==> src/design/md_pkg.sv <==
// Shared types and constants for the distance engine.
package md_pkg;
  localparam int unsigned ELEM_W = 32;
  localparam int unsigned DIFF_W = 33;
  localparam int unsigned DIST_W = 48;
  localparam int unsigned ACC_W  = 132;
  localparam int unsigned CFG_IDX_W = 1;
  localparam int unsigned CFG_DATA_W = 3;
  localparam logic [CFG_IDX_W-1:0] REG_DIMS = 1'b0;
  localparam logic [CFG_IDX_W-1:0] REG_ROOT = 1'b1;
  localparam logic REQ_LOAD = 1'b0;
  localparam logic REQ_COMPUTE = 1'b1;

  typedef struct packed {
    logic [DIST_W-1:0] distance;
    logic              saturated;
    logic              negative_form;
  } md_result_t;

  typedef struct packed {
    logic req_type;
    logic [1:0] row_index;
    logic [3:0][ELEM_W-1:0] first_elem;
    logic [3:0][ELEM_W-1:0] second_elem;
  } md_item_t;

  // controller -> datapath
  typedef struct packed {
    logic capture;    // latch item, form differences
    logic term;       // form term i,j
    logic [1:0] ti;
    logic [1:0] tj;
    logic clear_acc;
    logic accum;      // add the registered term
    logic sqrt_start;
    logic sqrt_step;
    logic finish;     // form the result
  } md_cmd_t;

  typedef struct packed {
    logic sqrt_last;
  } md_stat_t;
endpackage

==> src/design/md_ctrl.sv <==
// Controller: sequences the terms, the root and the result handshake.
module md_ctrl #(
  parameter int unsigned DIM = 4
) (
  input  logic             clk,
  input  logic             rst_n,
  input  logic             in_valid,
  input  logic             in_req_type,
  output logic             in_ready,
  output logic             out_valid,
  input  logic             out_ready,
  input  logic [2:0]       dims,
  input  logic             take_root,
  input  md_pkg::md_stat_t stat,
  output md_pkg::md_cmd_t  cmd
);
  import md_pkg::*;

  typedef enum logic [5:0] {
    S_IDLE  = 6'b000001,
    S_TERM  = 6'b000010,
    S_DRAIN = 6'b000100,
    S_SQRT  = 6'b001000,
    S_FIN   = 6'b010000,
    S_OUT   = 6'b100000
  } state_t;

  state_t state_r, state_nxt;
  logic [1:0] i_r, j_r, i_nxt, j_nxt;
  logic [1:0] drain_r, drain_nxt;
  logic [2:0] n_r, n_nxt;
  logic [2:0] n_eff;

  assign n_eff = (32'(dims) > DIM) ? 3'(DIM) : dims;
  assign in_ready = (state_r == S_IDLE);
  assign out_valid = (state_r == S_OUT);

  always_comb begin
    state_nxt = state_r;
    i_nxt = i_r; j_nxt = j_r; drain_nxt = drain_r; n_nxt = n_r;
    cmd = '0;
    cmd.ti = i_r;
    cmd.tj = j_r;
    unique case (state_r)
      S_IDLE: begin
        if (in_valid) begin
          cmd.capture = 1'b1;
          if (in_req_type == REQ_COMPUTE) begin
            cmd.clear_acc = 1'b1;
            i_nxt = '0; j_nxt = '0; n_nxt = n_eff;
            state_nxt = (n_eff == 3'd0) ? S_DRAIN : S_TERM;
            drain_nxt = 2'd3;
          end
        end
      end
      S_TERM: begin
        cmd.term = 1'b1;
        cmd.accum = 1'b1;
        if (3'(j_r) + 3'd1 == n_r) begin
          j_nxt = '0;
          if (3'(i_r) + 3'd1 == n_r) begin
            state_nxt = S_DRAIN;
            drain_nxt = 2'd3;
          end else i_nxt = i_r + 2'd1;
        end else j_nxt = j_r + 2'd1;
      end
      S_DRAIN: begin
        cmd.accum = 1'b1;
        drain_nxt = drain_r - 2'd1;
        if (drain_r == 2'd1) begin
          if (take_root) begin
            cmd.sqrt_start = 1'b1;
            state_nxt = S_SQRT;
          end else state_nxt = S_FIN;
        end
      end
      S_SQRT: begin
        if (stat.sqrt_last) begin
          cmd.finish = 1'b1;
          state_nxt = S_OUT;
        end else cmd.sqrt_step = 1'b1;
      end
      S_FIN: begin
        cmd.finish = 1'b1;
        state_nxt = S_OUT;
      end
      S_OUT: if (out_ready) state_nxt = S_IDLE;
      default: state_nxt = S_IDLE;
    endcase
  end

  always_ff @(posedge clk) begin
    if (!rst_n) begin
      state_r <= S_IDLE;
      i_r <= '0; j_r <= '0; drain_r <= '0; n_r <= '0;
    end else begin
      state_r <= state_nxt;
      i_r <= i_nxt; j_r <= j_nxt; drain_r <= drain_nxt; n_r <= n_nxt;
    end
  end

  a_onehot: assert property (@(posedge clk) disable iff (!rst_n) $onehot(state_r))
    else $error("state not one-hot");
  a_excl: assert property (@(posedge clk) disable iff (!rst_n) !(in_ready && out_valid))
    else $error("ready while result pending");
  a_out_hold: assert property (@(posedge clk) disable iff (!rst_n)
    out_valid && !out_ready |=> out_valid)
    else $error("result dropped");
endmodule

==> config.mk <==
export PLATFORM = sky130hd
export DESIGN_NAME = md_ctrl
export DESIGN_NICKNAME = d
export VERILOG_FILES = /design/src/design/md_pkg.sv /design/src/design/md_ctrl.sv
export SDC_FILE = /design/constraint.sdc
export NUM_CORES = 1
export LEC_CHECK = 0
export CORE_MARGIN = 3
export CORE_UTILIZATION = 59
export DETAILED_ROUTE_END_ITERATION = 10
export DONT_BUFFER_PORTS = 1
export HOLD_SLACK_MARGIN = 0.12
export PLACE_DENSITY = 0.77
export SYNTH_ARGS = -nofsm -noshare
export SYNTH_HDL_FRONTEND = slang
export SYNTH_SLANG_ARGS = --single-unit
==> constraint.sdc <==
create_clock -name clk -period 2.1 [get_ports clk]
set_input_delay 0.21 -clock clk [delete_from_list [all_inputs] [get_ports clk]]
set_output_delay 0.21 -clock clk [all_outputs]
set_load 0.005 [all_outputs]
==> metrics, run 1 <==
Seq pwr share=0.534; Die ar.=0.00215 mm²; power per cell area=549 mW/mm²; TritonCTS buffer count=3; fmax=0.513 GHz; IO Pins=23; drt via density=6.28; row count=13; switching power total=0.162 mW; CTS tree=built; final slew viol count=0; CTS Root Cell=clkbuf_4; Int Pwr=0.417 mW; total leakage power=0.412 nW; DR WL/cell=15.9 µm; Num Clock Sinks=15; R2R Path Start=state_r[4]; Ys Warns=0; critical path class=register to output port; Routed WL=2.17 mm; Comb pwr share=0.187; Residual DRC=0; Layout area overhead=9.90%; ant diodes=0; Clk pwr share=0.278; gr usage total=0.253; worst path required time=1.89 ns; IO buf count=0; Clock Skews=0.00491 ns; Final Critical Period=1.95 ns; die width=46.4 µm; 1st-pass router iterations=3; Syn Area/Cell=8.50 µm²; clock slew at reported path FFs=0.09 ns; multi-input logic area=626 µm²; layout cells sized above 1=0.124; Final ANT Viol Nets=0; Max VDD drop=0.000709 V; status=finished clean; fin crit share=0.928; cell total after placement=127; H-tree levels=1; first-pass GRT wire length=3.86 mm; Core Region=0.00142 mm²; crit path max fanout=7; Final GP Congestion=0.880; fill count=125; distinct cell type count after synthesis=39; Hold WC Path Type=input port to register; Nets=135; Worst setup startpoint=state_r[4]; Slew headroom=0.591; clk_lat worst skew=0.28 ns; post-synthesis sequential area ratio=0.313; startpoint types=register; Max clock buf depth=2; hpwl dp=1.58 mm; post-CTS sizing=0; Final Setup Violations=0; RSZ-0062 raised after global routing=no; Worst Tran Pin Value=0.606 ns; via count=854; #FFs+latches synth=15; initial drt markers=7; Syn Nets=126; Post-Syn Instances=113; Net Sw Frac=0.280; hold path start=out_ready; largest net degree at the start of global routing=17; Die H=46.4 µm; Max-Cap Viols=0; total grt overflow=0; CP Capture Type=output port; setup_tns=0 ns; synthesized cell area=961 µm²; Hold Fails Final Rpt=0; vias in the first global route=834; initial core utilization=0.679; initial antenna violation count=0; final non-filler cell total=136; CP arrival=1.74 ns; Reg area=300 µm²
[layout make-up]
type	instances	share of cell area
Clock inverter	1	0.00474
Inverter	3	0.0107
Timing Repair Buffer	8	0.0687
Tap cell	15	0.0178
Clock buffer	3	0.0213
Sequential cell	15	0.284
Multi-Input combinational cell	91	0.592
[what timing repair did]
item,CTS,global route
buffers inserted,0,0
hold endpoints to repair,14,0
hold buffers,5,0
setup endpoints to repair,0,0
[sequential cells by signal (all words and copies together), names as in the netlist]
| signal | cells |
|---|---|
| j_r | 2 |
| state_r | 6 |
| i_r | 2 |
| n_r | 3 |
| drain_r | 2 |
[kinds of logic after synthesis]
kind of cell | after synthesis | share of synthesized area
flip-flops | 15 | 0.313
buffers and inverters | 7 | 0.0365
AO/OA/AOI/OAI | 23 | 0.184
adder cells (fa/ha/maj) | 3 | 0.0391
AND/OR/NAND/NOR | 55 | 0.332
XOR/XNOR | 7 | 0.0638
multiplexers | 3 | 0.0326
[cell usage after synthesis]
| cell | number | share of area |
|---|---|---|
| a211oi_1 | 1 | 0.0078 |
| a21boi_0 | 4 | 0.031 |
| a21boi_1 | 1 | 0.0078 |
| a21oi_1 | 3 | 0.016 |
| a2bb2oi_1 | 1 | 0.0091 |
| a41oi_2 | 1 | 0.017 |
| and2_1 | 1 | 0.0065 |
| and3_1 | 5 | 0.033 |
| buf_2 | 1 | 0.0052 |
| buf_6 | 1 | 0.012 |
| clkbuf_1 | 2 | 0.0078 |
| dfxtp_1 | 15 | 0.31 |
| ha_1 | 3 | 0.039 |
| inv_1 | 3 | 0.012 |
| mux2_2 | 1 | 0.012 |
| mux2i_1 | 2 | 0.021 |
| nand2_1 | 7 | 0.027 |
| nand2b_1 | 5 | 0.033 |
| nand3_1 | 7 | 0.036 |
| nand3b_1 | 4 | 0.031 |
| nor2_1 | 5 | 0.020 |
| nor2b_1 | 3 | 0.020 |
| nor3_1 | 6 | 0.031 |
| nor4_1 | 3 | 0.020 |
| nor4b_1 | 1 | 0.0091 |
| o21a_1 | 3 | 0.023 |
| o21ai_0 | 3 | 0.016 |
| o22ai_1 | 2 | 0.013 |
| o311a_1 | 1 | 0.010 |
| o31ai_1 | 2 | 0.016 |
| o41ai_2 | 1 | 0.017 |
| or2_2 | 2 | 0.013 |
| or2_4 | 1 | 0.0091 |
| or3_1 | 1 | 0.0065 |
| or4_1 | 2 | 0.016 |
| or4_4 | 1 | 0.012 |
| or4b_2 | 1 | 0.010 |
| xnor2_1 | 3 | 0.027 |
| xor2_1 | 4 | 0.036 |
[per-stage QoR]
step                      setup WS [ns]   util  power [mW]  hold slack [ns]  cell area (µm²)
after global placement            0.299  0.691       0.408            0.294              978
after global routing             0.0582  0.746       0.619            0.148             1060
after floorplan                   0.353      -       0.394            0.288              961
final                             0.152  0.746       0.579            0.156             1060
after detailed placement          0.260  0.691       0.410            0.294              978
after CTS                         0.161  0.746       0.584            0.146             1060
[power by group through the flow]
stage               clock network, mW  logic [mW]  registers, mW
global route                    0.184       0.124          0.312
finish                          0.161       0.109          0.310
detailed placement                  0      0.0945          0.316
floorplan                           0      0.0825          0.311
global placement                    0      0.0931          0.315
CTS                             0.168       0.107          0.309
[placed cells by master (no fill, tap or decap)]
master / count
dfxtp_1: 15
nand2_1: 7
nand3_1: 7
nor3_1: 6
nor2_1: 5
and3_1: 5
nand2b_1: 5
dlygate4sd3_1: 5
nand3b_1: 4
a21boi_0: 4
xor2_1: 4
inv_1: 3
a21oi_1: 3
nor4_1: 3
o21a_1: 3
xnor2_1: 3
nor2b_1: 3
o21ai_0: 3
ha_1: 3
clkbuf_4: 3
buf_4: 3
or2_2: 2
or4_1: 2
o22ai_1: 2
o31ai_1: 2
mux2i_1: 2
and2_1: 1
nor4b_1: 1
or4b_2: 1
or4_4: 1
or2_4: 1
mux2_2: 1
a41oi_2: 1
a211oi_1: 1
o41ai_2: 1
or3_1: 1
a21boi_1: 1
o311a_1: 1
a2bb2oi_1: 1
clkinv_2: 1
[metal layers]
metal | up-vias | track usage | share of wire
met2 | 17 | 0.404 | 0.46
met5 | - | 0 | 0
li1 | 435 | - | -
met4 | 0 | 0.0341 | 0
met3 | 0 | 0.0859 | 0.051
met1 | 402 | 0.336 | 0.49
[critical path, stage by stage, from the launching register on]
cell	delay, ns
dfxtp_1	0.38
or4_4	0.59
nor2_1	0.24
and3_1	0.25
[worst paths after layout]
check                             endpoint  slack [ns]  depth (start not counted)
worst min-delay path            state_r[5]        0.16                          2
worst max register to register      i_r[0]        0.23                          5
worst min register to register  drain_r[1]        0.50                          2
worst max-delay path                cmd[2]        0.15                          3
Power figures use the tool's default switching activity.
==> inputs of run 2 (changes only) <==
--- a/config.mk
+++ b/config.mk
@@ -6,11 +6,11 @@
 export NUM_CORES = 1
 export LEC_CHECK = 0
 export CORE_MARGIN = 3
-export CORE_UTILIZATION = 59
+export CORE_UTILIZATION = 35
 export DETAILED_ROUTE_END_ITERATION = 10
 export DONT_BUFFER_PORTS = 1
 export HOLD_SLACK_MARGIN = 0.12
-export PLACE_DENSITY = 0.77
+export PLACE_DENSITY = 0.51
 export SYNTH_ARGS = -nofsm -noshare
 export SYNTH_HDL_FRONTEND = slang
 export SYNTH_SLANG_ARGS = --single-unit
==> constraint.sdc (replaced) <==
create_clock -name clk -period 2.28 [get_ports clk]
set_input_delay 0.228 -clock clk [delete_from_list [all_inputs] [get_ports clk]]
set_output_delay 0.228 -clock clk [all_outputs]
set_load 0.005 [all_outputs]
==> run 2 against run 1 <==
Clock skew rose by 0.0011 ns. Largest power group unchanged. Sequential share of layout area unchanged. Worst hold slack worse by 0.038 ns. Clock power down 5%.
==> metrics, run 2 (synthesis results as in run 1) <==
status=finished clean; Final Critical Period=1.95 ns; Final ANT Viol Nets=0; Hold Crit Depth=2; Die H=58.4 µm; Worst Tran Pin Value=0.593 ns; biggest regs=state_r: 6 flops, n_r: 3 flops; vias in the first global route=776; Clock Skews=0.00598 ns; via count=831; startpoint types=register; hpwl dp=1.66 mm; setup_tns=0 ns; total grt overflow=0; row count=18; first-pass GRT wire length=3.62 mm; CTS tree=built; Residual DRC=0; fill count=276; Final Setup Violations=0; Place WS=0.433 ns; Final GP Congestion=0.749; Layout area overhead=9.90%; R2R Path Start=state_r[4]; post-route cell area=0.00106 mm²; CP Capture Type=output port; Clk pwr share=0.287; fmax=0.513 GHz; H-tree levels=1; RSZ-0062 raised after global routing=no; initial drt markers=20; R2R depth=5; setup ws final=0.330 ns; reg-to-reg slack, setup=0.41 ns; Reg2Reg Capture Point=i_r[0]; drt via density=5.58; number of flip-flops in the largest register=6; DP Area=990 µm²; critical path class=register to output port; TritonCTS buffer count=3; Max-Cap Viols=0; Net Sw Frac=0.280; IO buf count=0; Reg area=300 µm²; layout cells sized above 1=0.109; final slew viol count=0; gr usage total=0.138; Worst setup startpoint=state_r[4]; total leakage power=0.400 nW; Hold WC Path Type=input port to register; Die ar.=0.00341 mm²; CTS Root Cell=clkbuf_4; switching power total=0.150 mW; worst path required time=2.05 ns; crit path max fanout=7; Biggest register=state_r; initial core utilization=0.378; clock slew at reported path FFs=0.09 ns; Nets=133; multi-input logic area=626 µm²; leading cell types in the layout, fill and taps excluded=dfxtp_1, nand2_1, nand3_1; Max clock buf depth=2; Hold Fails Final Rpt=0; IO Pins=23; Hold-fix buffers, CTS=4; fin crit share=0.855; Max VDD drop=0.000316 V; Core Region=0.00254 mm²; Hold Path End=n_r[1]; CP arrival=1.72 ns; post-CTS setup buffers=0; 1st-pass router iterations=4; DR WL/cell=14.7 µm; Num Clock Sinks=15; Slew headroom=0.603; largest net degree at the start of global routing=17; hold path start=dims[1]; clk_lat worst skew=0.28 ns; die width=58.4 µm; Comb pwr share=0.182; Int Pwr=0.386 mW; post-CTS sizing=0; total chip power=0.535 mW; initial antenna violation count=0; power per cell area=507 mW/mm²; final core occ=0.415; Seq pwr share=0.531; commonest non-fill, non-tap cell in the layout=dfxtp_1; ant diodes=0; Routed WL=2.19 mm
## run 2: cell count changes in the layout (fill, tap and decap cells not counted), sizes merged
cell         before  now
buf               3    2
clkbuf            3    4
clkinv            1    0
dlygate4sd3       5    4
## run 2: layer usage
| layer | GRT usage | share of wire |
|---|---|---|
| met1 | 0.188 | 0.52 |
| met5 | 0 | 0 |
| met2 | 0.206 | 0.42 |
| met4 | 0.0497 | 0.014 |
| met3 | 0.0395 | 0.050 |
## run 2: worst max path at each step
stage,to
after floorplan,i_r[0]
after global placement,i_r[0]
after detailed placement,i_r[0]
after CTS,cmd[2]
after global routing,cmd[2]
final,cmd[2]
## run 2: worst max-delay path, cell delays in order (launching register included)
cell	delay (ns)
dfxtp_1	0.37
or4_4	0.59
nor2_1	0.25
and3_1	0.24
## run 2: per-stage QoR
stage | instances | hold slack, ns
after floorplan | 113 | 0.306
after global placement | 141 | 0.314
after detailed placement | 141 | 0.313
after CTS | 149 | 0.121
after global routing | 149 | 0.123
final | 149 | 0.118
## run 2: power groups by stage
stage | combinational, mW | clock (mW) | sequential (mW)
floorplan | 0.0760 | 0 | 0.287
global placement | 0.0891 | 0 | 0.290
detailed placement | 0.0885 | 0 | 0.291
CTS | 0.0984 | 0.159 | 0.285
global route | 0.111 | 0.174 | 0.286
finish | 0.0974 | 0.153 | 0.284
## run 2: area by class of cell
| cell class | instances | area share |
|---|---|---|
| clock buffer | 4 | 0.0249 |
| inverter | 3 | 0.0107 |
| multi-input combinational | 91 | 0.592 |
| sequential | 15 | 0.284 |
| tap | 30 | 0.0355 |
| timing repair buffer | 6 | 0.0521 |
